File: config.mk
export PLATFORM = sky130hd
export DESIGN_NAME = key_value_table_linear_core
export DESIGN_NICKNAME = d
export VERILOG_FILES = /design/src/sv/kvtl_pkg.sv /design/src/sv/kvtl_cell.sv /design/src/sv/key_value_table_linear_core.sv
export SDC_FILE = /design/constraint.sdc
export NUM_CORES = 1
export LEC_CHECK = 0
export BUFFER_PORTS_ARGS = -buffer_cell sky130_fd_sc_hd__buf_2
export CAP_MARGIN = 20
export CORE_MARGIN = 4
export CORE_UTILIZATION = 40
export DETAILED_ROUTE_END_ITERATION = 10
export SETUP_SLACK_MARGIN = 0.5
export SLEW_MARGIN = 20
export SYNTH_ARGS = -nofsm -noshare
export SYNTH_HDL_FRONTEND = slang
export SYNTH_SLANG_ARGS = --single-unit
export TNS_END_PERCENT = 30
File: constraint.sdc
create_clock -name clk -period 8.17 [get_ports clk]
set_input_delay 0.817 -clock clk [delete_from_list [all_inputs] [get_ports clk]]
set_output_delay 0.817 -clock clk [all_outputs]
set_load 0.01 [all_outputs]
File: src/sv/kvtl_pkg.sv
// ----------------------------------------------------------------------------
// kvtl_pkg: shared types and constants for the linear key-value table
// Capacity, field widths, operation and status codes, cell control bundle.
// ----------------------------------------------------------------------------
package kvtl_pkg;

  localparam int CAPACITY = 16;
  localparam int KEY_W    = 16;
  localparam int VALUE_W  = 16;
  localparam int CNT_W    = $clog2(CAPACITY + 1);

  localparam int FUNC_W   = 2;
  localparam int STATUS_W = 2;

  typedef logic [KEY_W-1:0]    key_t;
  typedef logic [VALUE_W-1:0]  value_t;
  typedef logic [CNT_W-1:0]    count_t;
  typedef logic [FUNC_W-1:0]   func_t;
  typedef logic [STATUS_W-1:0] status_t;

  localparam func_t FUNC_LOOKUP = 2'd0;
  localparam func_t FUNC_INSERT = 2'd1;
  localparam func_t FUNC_DELETE = 2'd2;

  localparam status_t ST_DONE    = 2'd0;
  localparam status_t ST_PRESENT = 2'd1;
  localparam status_t ST_ABSENT  = 2'd2;
  localparam status_t ST_FULL    = 2'd3;

  // broadcast from the controller to every cell
  typedef struct packed {
    key_t   key;
    value_t value;
    logic   del_en;   // delete hit: cells at or above the hit take from neighbor
    logic   ins_en;   // insert of a new key: tail cell loads
  } cell_ctl_t;

endpackage

File: src/sv/kvtl_cell.sv
// ----------------------------------------------------------------------------
// kvtl_cell: one entry of the key-value table
// Holds a key and value, compares against the broadcast key, passes the hit
// flag up the chain and takes its neighbor's entry when a delete closes a gap.
// ----------------------------------------------------------------------------
module kvtl_cell (
  input  logic               clk,
  input  kvtl_pkg::cell_ctl_t ctl,
  input  logic               valid,
  input  logic               tail,
  input  logic               hit_in,
  input  kvtl_pkg::key_t     nxt_key,
  input  kvtl_pkg::value_t   nxt_value,
  output logic               hit,
  output logic               hit_out,
  output kvtl_pkg::key_t     key_q,
  output kvtl_pkg::value_t   value_q,
  output kvtl_pkg::value_t   rd_value
);

  kvtl_pkg::key_t   key_r;
  kvtl_pkg::value_t value_r;
  logic             seen;

  assign hit      = valid && (key_r == ctl.key);
  assign seen     = hit_in | hit;
  assign hit_out  = seen;
  assign key_q    = key_r;
  assign value_q  = value_r;
  assign rd_value = hit ? value_r : '0;

  always_ff @(posedge clk) begin
    if (ctl.del_en && seen) begin
      key_r   <= nxt_key;
      value_r <= nxt_value;
    end else if (ctl.ins_en && tail) begin
      key_r   <= ctl.key;
      value_r <= ctl.value;
    end
  end

endmodule

File: src/sv/key_value_table_linear_core.sv
// ----------------------------------------------------------------------------
// key_value_table_linear_core: packed key-value table, lookup/insert/delete
// Row of entry cells with a shared compare key; deletes shift entries down.
// ----------------------------------------------------------------------------
//  channel  | ports                      | payload
//  ---------+----------------------------+-------------------------------------
//  in       | in_tvalid/in_tready        | func, key, value
//  out      | out_tvalid/out_tready      | status, read_value, entry_count,
//           |                            | is_empty, is_full
//  cfg      | cfg_valid/cfg_ready        | miss_value (always ready)
//
//  An item is taken in the accept state, then handled in the execute state, in
//  which every cell compares its key, the hit ripples up the cell row and the
//  table is updated. The execute state repeats while the result register is
//  full and not being taken. Input is taken while a result waits.
//  Reset clears the entry count, miss value and control; cell contents are
//  not cleared, cells above the count are never read.
// ----------------------------------------------------------------------------
module key_value_table_linear_core (
  input  logic        clk,
  input  logic        rst_n,
  input  logic        in_tvalid,
  output logic        in_tready,
  input  logic [39:0] in_tdata,   // func[1:0], key[17:2], value[33:18], zero pad
  output logic        out_tvalid,
  input  logic        out_tready,
  output logic [31:0] out_tdata,  // status[1:0], read_value[17:2],
                                  // entry_count[22:18], is_empty[23],
                                  // is_full[24], zero pad
  input  logic        cfg_valid,
  output logic        cfg_ready,
  input  logic [15:0] cfg_data
);

  localparam int N = kvtl_pkg::CAPACITY;

  localparam logic S_IDLE = 1'b0;
  localparam logic S_EXEC = 1'b1;

  logic                state_r, state_nxt;
  kvtl_pkg::count_t    count_r, count_nxt;
  kvtl_pkg::value_t    miss_r;
  kvtl_pkg::func_t     func_r;
  kvtl_pkg::key_t      key_r;
  kvtl_pkg::value_t    value_r;

  logic                out_valid_r;
  kvtl_pkg::status_t   status_r, status_nxt;
  kvtl_pkg::value_t    rdv_r, rdv_nxt;
  kvtl_pkg::count_t    ocnt_r;

  kvtl_pkg::cell_ctl_t ctl;
  logic [N-1:0]        valid_v, tail_v, hit_v, chain_v;
  kvtl_pkg::key_t      key_a   [N];
  kvtl_pkg::value_t    val_a   [N];
  kvtl_pkg::value_t    rdval_a [N];
  kvtl_pkg::key_t      nkey_a  [N];
  kvtl_pkg::value_t    nval_a  [N];
  kvtl_pkg::value_t    hit_value;
  logic                any_hit;
  logic                fire;
  logic                in_xfer;

  assign in_tready = (state_r == S_IDLE);
  assign in_xfer   = in_tvalid && in_tready;
  assign fire      = (state_r == S_EXEC) && (!out_valid_r || out_tready);
  assign cfg_ready = 1'b1;

  // ---- cell row
  genvar gi;
  generate
    for (gi = 0; gi < N; gi++) begin : g_cell
      logic hit_in;
      assign valid_v[gi] = kvtl_pkg::count_t'(gi) < count_r;
      assign tail_v[gi]  = count_r == kvtl_pkg::count_t'(gi);
      if (gi == 0) begin : g_first
        assign hit_in = 1'b0;
      end else begin : g_rest
        assign hit_in = chain_v[gi-1];
      end
      if (gi == N - 1) begin : g_last
        assign nkey_a[gi] = key_a[gi];
        assign nval_a[gi] = '0;
      end else begin : g_mid
        assign nkey_a[gi] = key_a[gi+1];
        assign nval_a[gi] = val_a[gi+1];
      end
      kvtl_cell u_cell (
        .clk      (clk),
        .ctl      (ctl),
        .valid    (valid_v[gi]),
        .tail     (tail_v[gi]),
        .hit_in   (hit_in),
        .nxt_key  (nkey_a[gi]),
        .nxt_value(nval_a[gi]),
        .hit      (hit_v[gi]),
        .hit_out  (chain_v[gi]),
        .key_q    (key_a[gi]),
        .value_q  (val_a[gi]),
        .rd_value (rdval_a[gi])
      );
    end
  endgenerate

  assign any_hit = chain_v[N-1];

  // at most one cell hits, so an OR merges the read data
  always_comb begin
    hit_value = '0;
    for (int i = 0; i < N; i++) begin
      hit_value = hit_value | rdval_a[i];
    end
  end

  // ---- operation decode
  always_comb begin
    ctl.key    = key_r;
    ctl.value  = value_r;
    ctl.del_en = 1'b0;
    ctl.ins_en = 1'b0;
    status_nxt = kvtl_pkg::ST_DONE;
    rdv_nxt    = '0;
    count_nxt  = count_r;
    case (func_r)
      kvtl_pkg::FUNC_LOOKUP: begin
        if (any_hit) begin
          rdv_nxt = hit_value;
        end else begin
          rdv_nxt    = miss_r;
          status_nxt = kvtl_pkg::ST_ABSENT;
        end
      end
      kvtl_pkg::FUNC_INSERT: begin
        if (any_hit) begin
          status_nxt = kvtl_pkg::ST_PRESENT;
        end else if (count_r == kvtl_pkg::count_t'(N)) begin
          status_nxt = kvtl_pkg::ST_FULL;
        end else begin
          ctl.ins_en = fire;
          count_nxt  = count_r + 1'b1;
        end
      end
      kvtl_pkg::FUNC_DELETE: begin
        if (any_hit) begin
          ctl.del_en = fire;
          count_nxt  = count_r - 1'b1;
        end else begin
          status_nxt = kvtl_pkg::ST_ABSENT;
        end
      end
      default: begin
      end
    endcase
  end

  always_comb begin
    state_nxt = state_r;
    case (state_r)
      S_IDLE:  if (in_xfer) state_nxt = S_EXEC;
      S_EXEC:  if (fire)    state_nxt = S_IDLE;
      default: state_nxt = S_IDLE;
    endcase
  end

  always_ff @(posedge clk) begin
    if (!rst_n) begin
      state_r     <= S_IDLE;
      count_r     <= '0;
      miss_r      <= '0;
      out_valid_r <= 1'b0;
    end else begin
      state_r <= state_nxt;
      if (cfg_valid && cfg_ready) begin
        miss_r <= cfg_data;
      end
      if (fire) begin
        count_r     <= count_nxt;
        out_valid_r <= 1'b1;
      end else if (out_tready) begin
        out_valid_r <= 1'b0;
      end
    end
  end

  always_ff @(posedge clk) begin
    if (in_xfer) begin
      func_r  <= in_tdata[1:0];
      key_r   <= in_tdata[17:2];
      value_r <= in_tdata[33:18];
    end
    if (fire) begin
      status_r <= status_nxt;
      rdv_r    <= rdv_nxt;
      ocnt_r   <= count_nxt;
    end
  end

  assign out_tvalid = out_valid_r;
  assign out_tdata  = {7'd0,
                       ocnt_r == kvtl_pkg::count_t'(N),
                       ocnt_r == '0,
                       ocnt_r, rdv_r, status_r};

  // ---- checks
  a_count_range: assert property (@(posedge clk) disable iff (!rst_n)
    count_r <= kvtl_pkg::count_t'(N))
    else $error("entry count above capacity");

  a_single_hit: assert property (@(posedge clk) disable iff (!rst_n)
    $onehot0(hit_v))
    else $error("key held in more than one cell");

  a_count_hold: assert property (@(posedge clk) disable iff (!rst_n)
    !fire |=> $stable(count_r))
    else $error("entry count changed without an executed operation");

  a_exec_after_accept: assert property (@(posedge clk) disable iff (!rst_n)
    in_xfer |=> (state_r == S_EXEC) && !in_tready)
    else $error("accepted item not executed");

endmodule

==> results of run 1 <==
## worst max path at each step
| stage | endpoint | slack (ns) | startpoint |
|---|---|---|---|
| floorplan | g_cell[3].u_cell.key_q[0] | 2.64 | key_r[13] |
| detailed placement | g_cell[7].u_cell.value_q[10] | 2.47 | key_r[7] |
| CTS | g_cell[7].u_cell.value_q[0] | 2.46 | key_r[7] |
| global route | g_cell[7].u_cell.value_q[3] | 2.19 | key_r[7] |
| finish | g_cell[7].u_cell.value_q[0] | 2.52 | key_r[7] |
| global placement | g_cell[7].u_cell.value_q[10] | 2.56 | key_r[7] |
## stage by stage
| stage | utilization [%] | total power, uW | instance area [sq um] | std cells |
|---|---|---|---|---|
| 5_1_grt | 45.6 | 7020 | 34200 | 3241 |
| 2_1_floorplan | - | 3730 | 30500 | 2165 |
| 4_1_cts | 45.6 | 6850 | 34200 | 3241 |
| 3_3_place_gp | 42.7 | 3820 | 32000 | 3114 |
| 3_5_place_dp | 42.7 | 3830 | 32000 | 3114 |
| 6_report | 45.6 | 6800 | 34200 | 3242 |
## cell usage after synthesis, drive strengths merged, types with 12 or more instances
cell,number
edfxtp,553
mux2,482
xor2,147
xnor2,110
buf,106
clkbuf,73
nor4,69
nand4,66
a22o,65
a221oi,64
nor2,60
dfxtp,39
nand2,38
mux2i,32
a21oi,27
nor3,26
nand3,24
nor2b,20
o21ai,18
inv,16
a21o,12
nor4b,12
## layout make-up
class                   instances  area, sq um
clock buffers                 103         1920
well taps                     969         1210
clock inverters                24          258
multi-input cells            1378        12400
repair buffers                159          991
flip-flops and latches        592        17400
inverters                      16         60.1
diodes                          1         2.50
fillers                      6570        40800
## worst max-delay path, stage by stage (launching register included)
cell	delay [ns]
sky130_fd_sc_hd__edfxtp_1	0.98
sky130_fd_sc_hd__buf_4	0.38
sky130_fd_sc_hd__xor2_1	0.14
sky130_fd_sc_hd__nor4bb_1	0.30
sky130_fd_sc_hd__nand3_1	0.18
sky130_fd_sc_hd__nor4bb_4	0.28
sky130_fd_sc_hd__buf_4	0.32
sky130_fd_sc_hd__nand4b_1	0.28
sky130_fd_sc_hd__nor4_4	0.08
sky130_fd_sc_hd__buf_4	0.25
sky130_fd_sc_hd__nor2_1	0.19
sky130_fd_sc_hd__a21boi_4	0.20
sky130_fd_sc_hd__buf_4	0.54
sky130_fd_sc_hd__a21o_1	0.69
sky130_fd_sc_hd__buf_4	0.46
## power breakdown
group | leakage, uW | internal, uW | switching (uW)
clock network | 0.00106 | 1700 | 1330
logic | 0.00496 | 178 | 201
registers | 0.00533 | 3350 | 42.5
total | 0.0114 | 5220 | 1580
## kinds of logic (layout without fill, tap and decap cells)
group	Yosys count	count (layout)	synth area share, %
multiplexers	514	514	18.9
buffers and inverters	195	302	3.27
flip-flops	592	592	57.1
adder cells (fa/ha/maj)	9	9	0.370
other	2	9	0.0247
AND/OR/NAND/NOR	381	381	7.60
XOR/XNOR	257	257	7.39
AO/OA/AOI/OAI	209	209	5.40
## registers in the layout (all words and copies together) (netlist names)
signal,cells
count_r,5
func_r,2
g_cell.u_cell.key_q,256
g_cell.u_cell.value_q,256
key_r,16
miss_r,16
ocnt_r,5
out_tvalid,1
rdv_r,16
state_r,1
status_r,2
value_r,16
## per-layer routing
| metal | track usage, % | up-vias | share of wire (%) |
|---|---|---|---|
| met3 | 4.27 | 209 | 8.2 |
| met4 | 7.50 | 4 | 3.3 |
| li1 | - | 8455 | - |
| met5 | 0 | - | 0.030 |
| met2 | 36.1 | 922 | 47 |
| met1 | 28.2 | 9786 | 41 |
==> summary.txt, run 1 <==
Clock network
  – Htree depth: 3
  – Num CTS Buffers: 69
  – Sinks on Clock Net: just under 600
  – Clock root cell: sky130_fd_sc_hd__clkbuf_16
  – PostCTS Resize Cnt: 0
  – Setup bufs post-CTS: 0
  – Maximum buffer depth of the clock tree: 3
  – Post-CTS clock slew at the launch and capture registers of the worst setup and hold paths: 0.06 ns
  – Worst skew pair latency: approximately 0.63 ns
  – TritonCTS clock tree: yes
  – Post-CTS Hold Fix Bufs: 0

Detailed routing
  – Residual antenna-violating net count after detailed routing: 0
  – Via count: between 15000 and 20000
  – Count of TritonRoute iterations in the first routing pass: 6
  – Mean number of vias per cell: around 6
  – Average detailed-routed wire length per instance: between 20 and 30 microns
  – DRT Wirelength: between 80 and 90 mm
  – DRC Markers: 0
  – Starting DRT DRC Count: ~1900

Synth
  – Synthesized netlist cell count: approximately 2200
  – Count of distinct cell types in the synthesized netlist: between 70 and 80
  – Synth async-reset ratio: 0%
  – Top cell type's share of synthesized area: a little over half
  – Top area cells in the synthesized netlist: sky130_fd_sc_hd__edfxtp_1 (55%), sky130_fd_sc_hd__mux2_2 (15%), sky130_fd_sc_hd__xor2_1 (4.2%), sky130_fd_sc_hd__mux2_1 (3.2%), sky130_fd_sc_hd__xnor2_1 (3.2%)
  – Yosys synthesis warning count: 0
  – Synthesized area divided by synthesized cell count: 14.1 sq um
  – Number of synthesized flops with an enable pin: about 550
  – Most common flop cell mapped by yosys: sky130_fd_sc_hd__edfxtp_1
  – Sequential area share after synthesis: a little under three fifths
  – Flip-flop and latch count after synthesis: a little under 600
  – Syn Std Cell Area: 30500 sq um
  – Post-synthesis cell type with the largest combined area: sky130_fd_sc_hd__edfxtp_1

Cells and area
  – Layout overhead on the synthesized area: 12.3%
  – Most common cell after layout, fill and taps aside: sky130_fd_sc_hd__edfxtp_1
  – Commonest cells after routing, fill and taps aside: sky130_fd_sc_hd__edfxtp_1 (553), sky130_fd_sc_hd__mux2_2 (395), sky130_fd_sc_hd__xor2_1 (147), sky130_fd_sc_hd__xnor2_1 (110), sky130_fd_sc_hd__mux2_1 (87)
  – Final net count: ~2300
  – Fraction of final layout cells sized beyond drive strength 1: between 30% and 40%

STA
  – Fin crit period: 5.65 ns
  – Final period util: roughly 70%
  – Setup violators final: 0
  – Highest clock rate: ~180 MHz
  – Endpoints failing hold: 0
  – Slew Limit Headroom: 24.5%
  – Max-slew violation count: 0
  – Unrepaired setup endpoints after global routing: no
  – Clock skew: 0.0428 ns
  – Slew @ Worst Pin: 1.13 ns
  – Worst setup margin: around 2.5 ns
  – Total Negative Setup Slacks: 0 ns
  – Hold_ws: between 0.3 and 0.4 ns

Die
  – Die width: 284 microns
  – Number of top-level design ports: 96
  – Height of the die: 284 microns
  – Area of the die: slightly above 80000 sq um
  – Initial Util: 40.6%
  – Row Count: 100
  – Area of the placeable core: around 75000 sq um

Critical path
  – Reg-to-Reg Start: key_r[7]
  – Flop-to-flop setup slack: 2.52 ns
  – CP Capture Type: flip-flop
  – Crit path launch type: flip-flop
  – Data arrival, critical path: slightly below 6 ns
  – Largest driver fanout on the critical path: 33
  – Path type of the worst setup path: flip-flop to flip-flop
  – End of the worst register-to-register path: g_cell[7].u_cell.value_q[0]
  – Depth of the most critical reg-to-reg path: 14
  – Required time worst endpoint: between 8 and 9 ns

Min path
  – Hold EP: value_r[10]
  – Hold_sp: in_tdata[28]
  – Hold depth: 1
  – Classification of the worst-slack hold path: input port to flip-flop

Job
  – Max-cap violations: 0

Global route
  – Initial antenna violation count: 2
  – GR Overflow Total: 0
  – Wire length of the first global-routing pass: 132 mm
  – Largest net degree at the start of global routing: 37
  – Via count of the first global-routing pass: approximately 20000
  – Global-route usage over all layers: roughly 22%

Placement
  – Final HPWL from detailed placement: between 50 and 60 mm
  – RePlAce Congestion: between 0.9 and 1
  – Pre-CTS worst setup slack: ~2.5 ns
  – Number of input and output port buffers inserted: 81

Power
  – Standby leakage power: 0.0114 uW
  – Power density over cell area: ~200 nW/um^2
  – Maximum resistive drop on vdd: approximately 0.13 mV

Outcome
  – Result of the run: complete, no violations
Note: power is estimated with default switching activity, not from simulation.
==> inputs of run 2 (changes only) <==
--- a/config.mk
+++ b/config.mk
@@ -5,6 +5,7 @@
 export SDC_FILE = /design/constraint.sdc
 export NUM_CORES = 1
 export LEC_CHECK = 0
+export ABC_AREA = 1
 export BUFFER_PORTS_ARGS = -buffer_cell sky130_fd_sc_hd__buf_2
 export CAP_MARGIN = 20
 export CORE_MARGIN = 4
==> constraint.sdc (replaced) <==
create_clock -name clk -period 5.2 [get_ports clk]
set_input_delay 0.52 -clock clk [delete_from_list [all_inputs] [get_ports clk]]
set_output_delay 0.52 -clock clk [all_outputs]
set_load 0.01 [all_outputs]
==> summary.txt, run 2 <==
Outcome
  – Result of the run: complete, no violations

STA
  – Slew @ Worst Pin: about 1.1 ns
  – Unrepaired setup endpoints after global routing: no
  – Setup violators final: 0
  – Max-slew violation count: 0
  – Slew Limit Headroom: around 27%
  – Clock skew: approximately 0.029 ns
  – Endpoints failing hold: 0
  – Highest clock rate: about 220 MHz
  – Fin crit period: 4.60 ns
  – Final period util: 88.4%

Critical path
  – Crit path launch type: flip-flop
  – Required time worst endpoint: approximately 5.6 ns
  – Critical path's slowest cell: sky130_fd_sc_hd__nor2_2
  – Path type of the worst setup path: flip-flop to flip-flop
  – Data arrival, critical path: 4.95 ns
  – CP Capture Type: flip-flop
  – Delay of the slowest critical-path stage: around 0.42 ns
  – Count of buffering cells on the critical path with inverters included: 5
  – Kind of cell adding the most delay to the critical path: simple AND/OR/NAND/NOR gates
  – Largest driver fanout on the critical path: 19
  – Cells traversed along the worst timing path: buf_4 > inv_2 > buf_4 > nand2_1 > nand4_1 > nor2_1 > nand3_1 > buf_4 > inv_2 > nor2_1 > nand4_1 > nor2_1 > nand4_1 > nor2_1 > nand4_2 > nor2_2 > nand3_1 > nand3_1 > nand3_1 > and2_1

Placement
  – Number of input and output port buffers inserted: a little over 80
  – RePlAce Congestion: ~0.91
  – Post-DP Area: ~33000 sq um
  – Final HPWL from detailed placement: between 70 and 80 mm
  – Number of cells after detailed placement: around 4500

Clock network
  – Num CTS Buffers: 68
  – Clock root cell: sky130_fd_sc_hd__clkbuf_16
  – Htree depth: 3
  – Post-CTS Hold Fix Bufs: 0
  – Worst skew pair latency: 0.62 ns
  – Sinks on Clock Net: 592
  – Maximum buffer depth of the clock tree: 3
  – TritonCTS clock tree: yes
  – Post-CTS clock slew at the launch and capture registers of the worst setup and hold paths: roughly 0.060 ns

Synth
  – Top cell type's share of synthesized area: 53.3%
  – Count of distinct cell types in the synthesized netlist: 58
  – Synthesized netlist cell count: around 3500
  – Syn Std Cell Area: roughly 31000 sq um
  – Number of synthesized flops with an enable pin: 553
  – Post-synth top cells: sky130_fd_sc_hd__nand2_1 (922), sky130_fd_sc_hd__edfxtp_1 (553), sky130_fd_sc_hd__o21ai_0 (418), sky130_fd_sc_hd__nor2_1 (275), sky130_fd_sc_hd__inv_1 (265)
  – Sequential area share after synthesis: 55.9%
  – Post-synthesis cell type with the largest combined area: sky130_fd_sc_hd__edfxtp_1
  – Synth async-reset ratio: 0%
  – Yosys synthesis warning count: 0
  – Most frequent cell after synthesis: sky130_fd_sc_hd__nand2_1
  – Top area cells in the synthesized netlist: sky130_fd_sc_hd__edfxtp_1 (53%), sky130_fd_sc_hd__nand2_1 (11%), sky130_fd_sc_hd__o21ai_0 (6.7%), sky130_fd_sc_hd__nor2_1 (3.3%), sky130_fd_sc_hd__inv_1 (3.2%)
  – Flip-flop and latch count after synthesis: around 590
  – Synthesized area divided by synthesized cell count: between 8 and 9 sq um
  – Most common flop cell mapped by yosys: sky130_fd_sc_hd__edfxtp_1

Global route
  – Via count of the first global-routing pass: approximately 23000
  – Global-route usage over all layers: roughly a quarter
  – Wire length of the first global-routing pass: around 150 mm
  – Initial antenna violation count: 1
  – GR Overflow Total: 0
  – Largest net degree at the start of global routing: 65

Power
  – Standby leakage power: between 0.01 and 0.015 uW
  – Power, Total: ~11000 uW
  – Maximum resistive drop on vdd: between 0.2 and 0.25 mV
  – Power density over cell area: between 300 and 400 nW/um^2

Cells and area
  – Layout overhead on the synthesized area: 13.9%
  – Final net count: approximately 3600
  – Non-filler cells in the finished layout: 4653
  – Final core utilization: 45.8%
  – Fill cells: ~7600
  – Final standard cell area without fillers: between 30000 and 40000 sq um
  – Fraction of final layout cells sized beyond drive strength 1: 12.1%
  – Commonest cells after routing, fill and taps aside: sky130_fd_sc_hd__nand2_1 (920), sky130_fd_sc_hd__edfxtp_1 (553), sky130_fd_sc_hd__o21ai_0 (414), sky130_fd_sc_hd__nor2_1 (268), sky130_fd_sc_hd__inv_1 (264)
  – Most common cell after layout, fill and taps aside: sky130_fd_sc_hd__nand2_1

Die
  – Area of the die: 82400 sq um
  – Die width: approximately 290 microns
  – Height of the die: about 290 microns
  – Row Count: slightly above 100
  – Number of top-level design ports: 96
  – Initial Util: approximately two fifths
  – Area of the placeable core: 77300 sq um

Detailed routing
  – Average detailed-routed wire length per instance: between 20 and 25 microns
  – Via count: between 20000 and 30000
  – DRC Markers: 0
  – DRT Wirelength: roughly 100 mm
  – Count of TritonRoute iterations in the first routing pass: 5
  – Mean number of vias per cell: ~5.5
  – Residual antenna-violating net count after detailed routing: 0
  – Starting DRT DRC Count: approximately 3200

Min path
  – Classification of the worst-slack hold path: input port to flip-flop

Job
  – Max-cap violations: 0
## run 2: changes by cell type after synthesis, sizes merged, moves of 82 or more
cell	change
mux2	-482
o21ai	+479
xor2	-82
inv	+270
nand3	+100
nor2	+222
nand2	+886
## run 2: stage by stage
step           setup TNS (ns)  worst slack [ns]  hold WS [ns]
6_report                    0             0.601        0.0828
5_1_grt                     0             0.504        0.0708
4_1_cts                     0             0.454        0.0522
3_5_place_dp                0             0.461         0.484
3_3_place_gp                0             0.507         0.482
2_1_floorplan           -7.36            -0.115         0.421
## run 2: report_power, final
part	internal, uW	switching, uW	total, uW
registers	5270	53.0	5330
logic	262	535	796
clock network	2820	1990	4810
total	8350	2580	10900
## run 2: cell families (layout without fill, tap and decap cells)
logic type	Yosys count	after routing	share of synthesized area, %
adder cells (fa/ha/maj)	9	9	0.362
XOR/XNOR	131	131	3.69
other	2	9	0.0241
AO/OA/AOI/OAI	664	665	11.8
flip-flops	592	592	55.9
AND/OR/NAND/NOR	1557	1559	21.4
buffers and inverters	504	648	6.89
## run 2: area by class of cell
| cell class | count | area, sq um | share of cell area (%) |
|---|---|---|---|
| clock buffer | 90 | 1860 | 5.24 |
| multi-input combinational | 2372 | 11800 | 33.4 |
| clock inverter | 33 | 330 | 0.932 |
| inverter | 291 | 1100 | 3.11 |
| antenna | 1 | 2.50 | 0.00706 |
| sequential | 592 | 17400 | 49.0 |
| timing repair buffer | 234 | 1640 | 4.61 |
| tap | 1040 | 1300 | 3.67 |
## run 2: worst register-to-register path: cells and delay by family (launching register included)
kind | cells | cell delay [ns]
flip-flops | 1 | 0.36
AND/OR/NAND/NOR | 15 | 2.97
buffers and inverters | 5 | 1.02
## run 2: per-layer routing
| metal | up-vias | part of all wire (%) | wire length [microns] | GRT usage, % |
|---|---|---|---|---|
| met4 | 0 | 2.2 | 2330 | 6.89 |
| met2 | 1278 | 41 | 42800 | 34.2 |
| li1 | 12015 | - | - | - |
| met5 | - | 0 | 0 | 0 |
| met3 | 130 | 11 | 11900 | 5.40 |
| met1 | 12137 | 45 | 46800 | 38.1 |
## run 2: worst paths after layout
path	cells after the start	slack (ns)	to	from
setup / recovery	20	0.60	ocnt_r[1]	key_r[7]
setup reg to reg	20	0.60	ocnt_r[1]	key_r[7]
hold reg to reg	2	0.50	miss_r[3]	miss_r[3]
hold / removal	1	0.08	key_r[5]	in_tdata[7]
## run 2: repair_timing
action | CTS | global route
endpoints found under the hold margin | 0 | 0
pin swaps | 0 | 2
endpoints found under the setup margin | 56 | 519
buffers inserted | 0 | 3
gates cloned | 0 | 3
gates resized for setup | 0 | 12
